===== src/rtl/cdts_pkg.sv =====
// Shared types, codes and helpers for the clock date/time set editor.
package cdts_pkg;

  typedef enum logic [2:0] {
    ACT_NONE   = 3'd0,
    ACT_SELECT = 3'd1,
    ACT_LEFT   = 3'd2,
    ACT_RIGHT  = 3'd3,
    ACT_UP     = 3'd4,
    ACT_DOWN   = 3'd5,
    ACT_LOAD   = 3'd6
  } action_t;

  // Cursor positions
  localparam logic [2:0] FLD_WEEKDAY = 3'd0;
  localparam logic [2:0] FLD_DATE    = 3'd1;
  localparam logic [2:0] FLD_MONTH   = 3'd2;
  localparam logic [2:0] FLD_YEAR    = 3'd3;
  localparam logic [2:0] FLD_HOUR    = 3'd4;
  localparam logic [2:0] FLD_MINUTE  = 3'd5;
  localparam logic [2:0] FLD_SECOND  = 3'd6;

  localparam logic [2:0] WEEKDAY_MAX = 3'd7;
  localparam logic [4:0] DATE_MAX    = 5'd31;
  localparam logic [3:0] MONTH_MAX   = 4'd12;
  localparam logic [6:0] YEAR_MAX    = 7'd99;
  localparam logic [4:0] HOUR_MAX    = 5'd23;
  localparam logic [5:0] MINSEC_MAX  = 6'd59;

  typedef struct packed {
    action_t    action;
    logic [2:0] load_weekday;
    logic [4:0] load_day_of_month;
    logic [3:0] load_month;
    logic [6:0] load_year;
    logic [4:0] load_hour;
    logic [5:0] load_minute;
    logic [5:0] load_second;
  } in_item_t;

  typedef struct packed {
    logic       editing;
    logic [2:0] cursor;
    logic [2:0] weekday;
    logic [4:0] day_of_month;
    logic [3:0] month;
    logic [6:0] year;
    logic [4:0] hour;
    logic [5:0] minute;
    logic [5:0] second;
    logic       commit;
  } out_item_t;

  typedef struct packed {
    logic       active;
    logic [2:0] cursor;
    logic [2:0] weekday;
    logic [4:0] date;
    logic [3:0] month;
    logic [6:0] year;
    logic [4:0] hour;
    logic [5:0] minute;
    logic [5:0] second;
  } state_t;

  // Wrapping step over lo..hi on a value of up to 7 bits.
  function automatic logic [6:0] wrap_step(logic [6:0] v, logic [6:0] lo, logic [6:0] hi,
                                           logic up);
    logic [6:0] r;
    if (up) begin
      r = (v >= hi) ? lo : v + 7'd1;
    end else begin
      r = (v <= lo) ? hi : v - 7'd1;
    end
    return r;
  endfunction

endpackage


===== src/rtl/cdts_in_if.sv =====
// Request channel: one editor event with the clock values to load.
interface cdts_in_if;
  logic               valid;
  logic               ready;
  cdts_pkg::in_item_t item;

  modport source (output valid, output item, input ready);
  modport sink   (input valid, input item, output ready);
endinterface


===== src/rtl/cdts_out_if.sv =====
// Result channel: editor state after one request.
interface cdts_out_if;
  logic                valid;
  logic                ready;
  cdts_pkg::out_item_t item;

  modport source (output valid, output item, input ready);
  modport sink   (input valid, input item, output ready);
endinterface


===== src/rtl/cdts_step.sv =====
// Next-state logic of the editor for one request.
module cdts_step (
  input  cdts_pkg::state_t   cur,
  input  cdts_pkg::in_item_t req,
  output cdts_pkg::state_t   nxt,
  output logic               commit
);

  logic       up;
  logic [6:0] wd_step;
  logic [6:0] dt_step;
  logic [6:0] mo_step;
  logic [6:0] hr_step;
  logic [6:0] mi_step;
  logic [6:0] se_step;
  logic [6:0] yr_step;
  cdts_pkg::state_t stepped;

  assign up = (req.action == cdts_pkg::ACT_UP);

  assign wd_step = cdts_pkg::wrap_step({4'd0, cur.weekday}, 7'd1,
                                       {4'd0, cdts_pkg::WEEKDAY_MAX}, up);
  assign dt_step = cdts_pkg::wrap_step({2'd0, cur.date}, 7'd1,
                                       {2'd0, cdts_pkg::DATE_MAX}, up);
  assign mo_step = cdts_pkg::wrap_step({3'd0, cur.month}, 7'd1,
                                       {3'd0, cdts_pkg::MONTH_MAX}, up);
  assign hr_step = cdts_pkg::wrap_step({2'd0, cur.hour}, 7'd0,
                                       {2'd0, cdts_pkg::HOUR_MAX}, up);
  assign mi_step = cdts_pkg::wrap_step({1'b0, cur.minute}, 7'd0,
                                       {1'b0, cdts_pkg::MINSEC_MAX}, up);
  assign se_step = cdts_pkg::wrap_step({1'b0, cur.second}, 7'd0,
                                       {1'b0, cdts_pkg::MINSEC_MAX}, up);

  // year saturates instead of wrapping
  always_comb begin
    yr_step = cur.year;
    if (up) begin
      if (cur.year < cdts_pkg::YEAR_MAX) yr_step = cur.year + 7'd1;
    end else begin
      if (cur.year != 7'd0) yr_step = cur.year - 7'd1;
    end
  end

  always_comb begin
    stepped = cur;
    unique case (cur.cursor)
      cdts_pkg::FLD_WEEKDAY: stepped.weekday = wd_step[2:0];
      cdts_pkg::FLD_DATE:    stepped.date    = dt_step[4:0];
      cdts_pkg::FLD_MONTH:   stepped.month   = mo_step[3:0];
      cdts_pkg::FLD_YEAR:    stepped.year    = yr_step;
      cdts_pkg::FLD_HOUR:    stepped.hour    = hr_step[4:0];
      cdts_pkg::FLD_MINUTE:  stepped.minute  = mi_step[5:0];
      cdts_pkg::FLD_SECOND:  stepped.second  = se_step[5:0];
      default:               stepped = cur;
    endcase
  end

  always_comb begin
    nxt    = cur;
    commit = 1'b0;
    if (req.action == cdts_pkg::ACT_LOAD) begin
      nxt.weekday = (req.load_weekday == 3'd0) ? 3'd1 : req.load_weekday;
      nxt.date    = (req.load_day_of_month == 5'd0) ? 5'd1 : req.load_day_of_month;
      if (req.load_month == 4'd0) begin
        nxt.month = 4'd1;
      end else if (req.load_month > cdts_pkg::MONTH_MAX) begin
        nxt.month = cdts_pkg::MONTH_MAX;
      end else begin
        nxt.month = req.load_month;
      end
      nxt.year   = (req.load_year > cdts_pkg::YEAR_MAX) ? cdts_pkg::YEAR_MAX : req.load_year;
      nxt.hour   = (req.load_hour > cdts_pkg::HOUR_MAX) ? cdts_pkg::HOUR_MAX : req.load_hour;
      nxt.minute = (req.load_minute > cdts_pkg::MINSEC_MAX) ? cdts_pkg::MINSEC_MAX
                                                            : req.load_minute;
      nxt.second = (req.load_second > cdts_pkg::MINSEC_MAX) ? cdts_pkg::MINSEC_MAX
                                                            : req.load_second;
      nxt.cursor = cdts_pkg::FLD_WEEKDAY;
      nxt.active = 1'b1;
    end else if (cur.active) begin
      unique case (req.action)
        cdts_pkg::ACT_SELECT: begin
          commit     = 1'b1;
          nxt.active = 1'b0;
        end
        cdts_pkg::ACT_LEFT: begin
          nxt.cursor = (cur.cursor == cdts_pkg::FLD_WEEKDAY) ? cdts_pkg::FLD_SECOND
                                                             : cur.cursor - 3'd1;
        end
        cdts_pkg::ACT_RIGHT: begin
          nxt.cursor = (cur.cursor >= cdts_pkg::FLD_SECOND) ? cdts_pkg::FLD_WEEKDAY
                                                            : cur.cursor + 3'd1;
        end
        cdts_pkg::ACT_UP,
        cdts_pkg::ACT_DOWN: begin
          nxt = stepped;
        end
        default: begin
          nxt = cur;
        end
      endcase
    end
  end

endmodule


===== src/rtl/clock_date_time_set_editor.sv =====
// Clock date/time set editor: held state, result register and handshake.
// The result of a request is registered and valid in the cycle after it is accepted.
// Throughput: one request per cycle; the state register doubles as the result
// register, so a new request is taken whenever the result is empty or being taken.
// Reset (synchronous, rst high): not editing, cursor on weekday, values
// 4/5/11/0 9:30:00, no result pending.
module clock_date_time_set_editor (
  input  logic            clk,
  input  logic            rst,
  cdts_in_if.sink         request,
  cdts_out_if.source      result
);

  cdts_pkg::state_t state;
  cdts_pkg::state_t state_next;
  logic             commit;
  logic             commit_next;
  logic             out_valid;
  logic             accept;

  assign request.ready = !out_valid || result.ready;
  assign accept        = request.valid && request.ready;

  cdts_step u_step (
    .cur    (state),
    .req    (request.item),
    .nxt    (state_next),
    .commit (commit_next)
  );

  always_ff @(posedge clk) begin
    if (rst) begin
      state.active  <= 1'b0;
      state.cursor  <= cdts_pkg::FLD_WEEKDAY;
      state.weekday <= 3'd4;
      state.date    <= 5'd5;
      state.month   <= 4'd11;
      state.year    <= 7'd0;
      state.hour    <= 5'd9;
      state.minute  <= 6'd30;
      state.second  <= 6'd0;
      commit        <= 1'b0;
      out_valid     <= 1'b0;
    end else begin
      if (accept) begin
        state     <= state_next;
        commit    <= commit_next;
        out_valid <= 1'b1;
      end else if (result.ready) begin
        out_valid <= 1'b0;
      end
    end
  end

  assign result.valid             = out_valid;
  assign result.item.editing      = state.active;
  assign result.item.cursor       = state.cursor;
  assign result.item.weekday      = state.weekday;
  assign result.item.day_of_month = state.date;
  assign result.item.month        = state.month;
  assign result.item.year         = state.year;
  assign result.item.hour         = state.hour;
  assign result.item.minute       = state.minute;
  assign result.item.second       = state.second;
  assign result.item.commit       = commit;

  // commit always ends editing
  a_commit_ends_edit: assert property (@(posedge clk) disable iff (rst)
    result.valid && result.item.commit |-> !result.item.editing)
    else $error("commit shown while still editing");

  a_cursor_range: assert property (@(posedge clk) disable iff (rst)
    result.item.cursor != 3'd7)
    else $error("cursor outside field range");

  a_load_starts_edit: assert property (@(posedge clk) disable iff (rst)
    accept && request.item.action == cdts_pkg::ACT_LOAD |=>
      result.valid && result.item.editing && !result.item.commit &&
      result.item.cursor == cdts_pkg::FLD_WEEKDAY)
    else $error("load did not start editing on weekday");

  a_stall_holds_result: assert property (@(posedge clk) disable iff (rst)
    result.valid && !result.ready |=> result.valid && $stable(result.item))
    else $error("pending result changed under stall");

endmodule


===== src/flat_wrapper.sv =====
// flat-port wrapper written by rule: the top's interface ports become plain ports
module clock_date_time_set_editor_flat 
  (clk, rst, request_valid, request_item, request_ready, result_valid, result_item, result_ready);
  cdts_in_if request_i ();
  cdts_out_if result_i ();
  input  logic clk;
  input  logic rst;
  input wire logic [$bits(request_i.valid)-1:0] request_valid;
  input wire logic [$bits(request_i.item)-1:0] request_item;
  output wire logic [$bits(request_i.ready)-1:0] request_ready;
  output wire logic [$bits(result_i.valid)-1:0] result_valid;
  output wire logic [$bits(result_i.item)-1:0] result_item;
  input wire logic [$bits(result_i.ready)-1:0] result_ready;
  assign request_i.valid = request_valid;
  assign request_i.item = request_item;
  assign request_ready = request_i.ready;
  assign result_valid = result_i.valid;
  assign result_item = result_i.item;
  assign result_i.ready = result_ready;
  clock_date_time_set_editor u_core (.clk(clk), .rst(rst), .request(request_i), .result(result_i));
endmodule

===== config.mk =====
export PLATFORM = sky130hd
export DESIGN_NAME = clock_date_time_set_editor_flat
export DESIGN_NICKNAME = d
export VERILOG_FILES = /design/src/rtl/cdts_pkg.sv /design/src/rtl/cdts_in_if.sv /design/src/rtl/cdts_out_if.sv /design/src/rtl/cdts_step.sv /design/src/rtl/clock_date_time_set_editor.sv /design/src/flat_wrapper.sv
export SDC_FILE = /design/constraint.sdc
export NUM_CORES = 1
export LEC_CHECK = 0
export ABC_AREA = 1
export BUFFER_PORTS_ARGS = -buffer_cell sky130_fd_sc_hd__buf_2
export CORE_MARGIN = 4
export CORE_UTILIZATION = 50
export DETAILED_ROUTE_END_ITERATION = 10
export PLACE_DENSITY = 0.71
export SKIP_CTS_REPAIR_TIMING = 1
export SLEW_MARGIN = 20
export SYNTH_ARGS = -nofsm -noshare
export SYNTH_HDL_FRONTEND = slang
export SYNTH_SLANG_ARGS = --single-unit
export TNS_END_PERCENT = 50

===== constraint.sdc =====
create_clock -name clk -period 5.4 [get_ports clk]
set_clock_uncertainty 0.1 [all_clocks]
set_input_delay 0.27 -clock clk [delete_from_list [all_inputs] [get_ports clk]]
set_output_delay 0.27 -clock clk [all_outputs]
set_load 0.05 [all_outputs]

==> results of run 1 <==
-- sequential cells by signal, indices dropped and copies added (netlist names) --
name and cells:
u_core.result.valid 1, u_core.result.item 40, u_core.commit 1
-- stage by stage --
| step | hold slack, ns | util (%) |
|---|---|---|
| finish | 0.160 | 59.3 |
| global route | 0.171 | 59.3 |
| global placement | 0.354 | 58.1 |
| floorplan | 0.332 | - |
| CTS | 0.156 | 59.3 |
| detailed placement | 0.361 | 58.1 |
-- worst min-delay path, cell delays in order --
cell	delay, ns
buf_2	0.07
inv_1	0.04
nand2_2	0.07
a21oi_1	0.06
-- layout make-up --
type                    count  area, sq um  area share (%)
clock buffers               6         82.6            1.88
inverters                  85          324            7.38
multi-input cells         470         2590            59.1
flip-flops and latches     42          841            19.2
well taps                  99          124            2.82
repair buffers             85          425            9.69
-- worst max-delay path by stage --
stage,slack (ns),to,from
after global placement,2.91,u_core.result.item[24],request_item[36]
after global routing,2.82,u_core.result.item[24],request_item[36]
after CTS,3.18,u_core.result.item[24],request_item[36]
after detailed placement,2.85,u_core.result.item[24],request_item[36]
final,3.15,u_core.result.item[24],request_item[36]
after floorplan,3.37,u_core.result.item[23],request_item[38]
-- per-layer routing --
metal / up-vias / track usage, %
li1: 2190 / -
met1: 1924 / 31.1
met2: 146 / 41.6
met3: 15 / 3.60
met4: 0 / 6.40
met5: - / 0
-- kinds of logic (layout without fill, tap and decap cells) --
kind of cell / after synthesis / in the layout / share of synthesized area [%]
AOI/OAI and AO/OA: 149 / 149 / 22.1
buffers and inverters: 108 / 176 / 11.7
adders and majority gates: 28 / 28 / 9.00
and+or+nand+nor: 277 / 277 / 31.9
xor gates and xnor gates: 16 / 16 / 3.60
DFF: 42 / 42 / 21.6
-- cell usage in the layout, fill, tap and decap left out, drive strengths merged --
cell,instances
a211oi,1
a21o,1
a21oi,52
a31o,1
a31oi,7
buf,85
clkbuf,6
dfxtp,42
ha,28
inv,85
nand2,142
nand3,56
nand3b,1
nand4,10
nor2,56
nor3,8
o2111ai,2
o211ai,12
o21ai,64
o21bai,3
o22ai,1
o311ai,1
o31ai,4
or2,4
xnor2,7
xor2,9
-- where the power goes --
| group | internal, mW | switching, mW |
|---|---|---|
| combinational | 0.0332 | 0.0686 |
| clock | 0.0988 | 0.108 |
| sequential | 0.312 | 0.00420 |
==> reports/results.ini, run 1 <==
[final_layout]
fin_nets = 760
drive_above_1_share_pct = 18.0
fillerInstances = 777
fin_cells = 787
design_area_sq_um = 4390
diodes = 0
area_growth_pct = 12.8

[critical_path]
cp_max_fo = 36
cp_common_cell = nor2_1
critPathArrivalTime_ns = 2.35
crit_required_ns = 5.49
timing_worst_setup_path_type = in2reg
r2r_end = u_core.result.item[31]
path_cells = buf_2 > nor2_1 > nand2_2 > ha_1 > inv_1 > o21ai_0 > a21oi_1 > a21oi_1 > nor2_1 > nor2_1 > nor2_1
reg2reg_from = u_core.result.item[29]
rr_worst_depth = 11
max_stage_delay_ns = 0.54
path_buf_inv = 2
r2r_setup_slack_ns = 3.54
critPathSlowestCell = ha_1
endpoint_kind = register
crit_cells = 11
startpoint_type = primary input
critPathTopFamily = simple AND/OR/NAND/NOR gates

[place]
io_buffers = 85
place_congestion = 0.889
place_area_sq_um = 4310
place_ws_ns = 2.85
dp_hpwl_microns = 8040
dp_cells = 781

[yosys]
syn_area_sq_um = 3890
synth_cell_types = 44
synth_area_per_cell_sq_um = 6.28
syn_nets = 691
synth_edf_count = 0
ys_ff_latch = 42
synth_cells = 620
yosys.area.top_type = dfxtp_1
ys_async_sr_fraction_pct = 0
synthFlopType = dfxtp_1
ys_top_cells_by_count = nand2_1, inv_1, o21ai_0, nand3_1, nor2_1
yosysSeqAreaShare_pct = 21.6
synth_area_leaders = dfxtp_1, nand2_1, ha_1
synth_most_common_cell = nand2_1
yosysWarnings = 0
synth_top_cell_area_share_pct = 21.6

[floorplan]
die_h_microns = 96.2
die_x_microns = 96.2
die-area_sq_um = 9260
start_util_pct = 52.5
io_pins = 86
rows = 31
coreArea_sq_um = 7410

[timing]
worst_pin_slew_ns = 1.06
layout_min_cycle_time_ns = 2.25
timing.final.crit_share_pct = 41.7
report.final.slew_viol_count = 0
fmax_mhz = 444
fin_ws_ns = 3.15
hold_violations = 0
rsz0062_at_grt = false
final.setup.tns_ns = 0
finalSetupViolations = 0
relSlewSlack_pct = 29.2

[route]
final_antenna_net_count = 0
route.met3.wl_microns = 675
dr.first_iter.drc_count = 240
firstDrtPassIters = 5
drt-met1-wl_microns = 4940
drt-wirelength-per-cell_microns = 13.7
vias = 4275
wl_met2_microns = 5000
top_layer = met4
drc_errors = 0
drt-total-wl_microns = 10800
avgViaCountPerCell = 5.43

[clock_tree]
clockBufferDepth = 2
cts_made_buffers = 5
worstSkewPairLatency_ns = 0.29
cts.clk_slew.worst_paths_ns = 0.08
cts_root_buffer = clkbuf_8
htree_levels = 2
cts.sinks = 42
cts_tree = yes

[worst_hold_path]
holdCritPathClass = in2reg
min_from = result_ready
min_path_cells = 4
hold_end = u_core.result.valid

[power_and_ir_drop]
total_power_mw = 0.625
power_density_nw_per_um2 = 142
vdd_drop_max_v = 0.000107
p_leak_nw = 2.20

[global_route]
grt_max_degree = 37
grt_pass1_wl_microns = 18000
grt_overflow = 0
antenna_found_initial = 0
grt_pass1_vias = 3936
grt_usage_pct = 24.1

[job]
max_cap_violations = 0

[status]
status = complete, no violations

No activity file was read; power rests on OpenSTA's default activity.
==> run 2, diff against run 1 <==
- clock period: 5.4 -> 2.4 ns (I/O delays scaled with it)
==> run 2 against run 1 <==
  * Non-clock buffer count up 3
  * Die area unchanged
  * Critical path type is now reg2reg
  * Largest cell class unchanged
  * Register-to-register slack got worse by 3.0 ns
  * Critical path depth fell by 3
  * First-iteration DRC count down 17%
==> reports/results.ini, run 2 (synthesis results as in run 1) <==
[critical_path]
reg2reg_from = u_core.result.item[40]
endpoint_kind = register
timing_worst_setup_path_type = reg2reg
critPathSlowestCell = dfxtp_1
rr_worst_depth = 8
max_stage_delay_ns = 0.42
path_cells = inv_1 > nor2_8 > inv_2 > nor2_2 > nand2_1 > nand3_1 > o211ai_1 > inv_1
critPathArrivalTime_ns = 2.00
crit_required_ns = 2.55
cp_common_cell = inv_1
startpoint_type = register
cp_max_fo = 17
critPathLaunch = u_core.result.item[40]

[final_layout]
area_growth_pct = 13.7
final_cell_mix = nand2_1, buf_2, inv_1
fillerInstances = 748
largest_reg_flops = 40
multi_input_area_sq_um = 2590
final_common_cell = nand2_1
diodes = 0
drive_above_1_share_pct = 18.6
ff_latch_area_sq_um = 841
fin_nets = 763
fin_cells = 792
fin_util_pct = 59.7

[floorplan]
die-area_sq_um = 9260
rows = 31
die_h_microns = 96.2
coreArea_sq_um = 7410
start_util_pct = 52.5
io_pins = 86
die_x_microns = 96.2

[timing]
final.setup.tns_ns = 0
hold_violations = 0
layout_min_cycle_time_ns = 1.85
relSlewSlack_pct = 64.4
worst_pin_slew_ns = 0.534
finalSetupViolations = 0
report.final.slew_viol_count = 0
rsz0062_at_grt = false
fmax_mhz = 540
timing.final.crit_share_pct = 77.1

[clock_tree]
clockBufferDepth = 2
cts.sinks = 42
worstSkewPairLatency_ns = 0.30
cts.clk_slew.worst_paths_ns = 0.09
cts_tree = yes
cts_root_buffer = clkbuf_8
cts_made_buffers = 5
htree_levels = 2

[route]
vias = 4266
drc_errors = 0
drt-wirelength-per-cell_microns = 13.3
avgViaCountPerCell = 5.39
drt-total-wl_microns = 10600
final_antenna_net_count = 0
firstDrtPassIters = 5
dr.first_iter.drc_count = 200

[worst_hold_path]
min_from = result_ready
holdCritPathClass = in2reg
min_path_cells = 4

[power_and_ir_drop]
vdd_drop_max_v = 0.000237
swShare_pct = 30.1
power_density_nw_per_um2 = 327
p_leak_nw = 2.22
internal_power_mw = 1.01
total_power_mw = 1.45
p_seq_share_pct = 49.2
comb_power_share_pct = 16.1
switchingPower_mw = 0.435
clkPwrFrac_pct = 34.7

[global_route]
grt_pass1_wl_microns = 17100
antenna_found_initial = 0
grt_overflow = 0
grt_pass1_vias = 3766
grt_max_degree = 34
grt_usage_pct = 23.1

[status]
status = complete, no violations

[job]
max_cap_violations = 0

[place]
dp_hpwl_microns = 8070
io_buffers = 85
place_congestion = 0.969
dp_cells = 784

==> run 2: cell type report <==
class | instances | share of cell area [%]
tap | 99 | 2.80
clock inverter | 2 | 0.283
sequential | 42 | 19.0
clock buffer | 6 | 1.87
multi-input combinational | 470 | 58.6
inverter | 85 | 7.32
timing repair buffer | 88 | 10.1
==> run 2: per-layer routing <==
layer  routed length [microns]  global-route usage [%]  vias up  part of all wire (%)
li1                          -                       -     2192                     -
met1                      4810                    30.4     1927                    46
met2                      4960                    39.4      134                    47
met3                       651                    3.13       13                   6.2
met4                       144                    5.92        0                   1.4
met5                         0                       0        -                     0
==> run 2: critical path: cells and delay by family (launching register included) <==
kind	cells	cell delay, ns
compound gates	1	0.08
flops	1	0.42
simple gates	4	0.76
buf+inv	3	0.43
==> run 2: worst paths after layout <==
kind	end	slack [ns]
max	u_core.result.item[1]	0.55
min	u_core.result.valid	0.01
max reg2reg	u_core.result.item[1]	0.55
min reg2reg	u_core.commit	0.37
==> run 2: power by group through the flow <==
stage / clock network [mW] / registers, mW / logic (mW)
CTS: 0.515 / 0.712 / 0.232
global route: 0.544 / 0.714 / 0.259
global placement: 0 / 0.728 / 0.228
floorplan: 0 / 0.747 / 0.137
finish: 0.503 / 0.712 / 0.232
detailed placement: 0 / 0.728 / 0.231
==> run 2: through the flow <==
step / instance area [sq um] / hold WS [ns] / worst slack (ns)
floorplan: 3890 / 0.182 / 0.421
global placement: 4330 / 0.312 / 0.386
detailed placement: 4330 / 0.321 / 0.313
CTS: 4430 / 0.00302 / 0.571
global route: 4430 / 0.0261 / 0.358
finish: 4430 / 0.0106 / 0.549
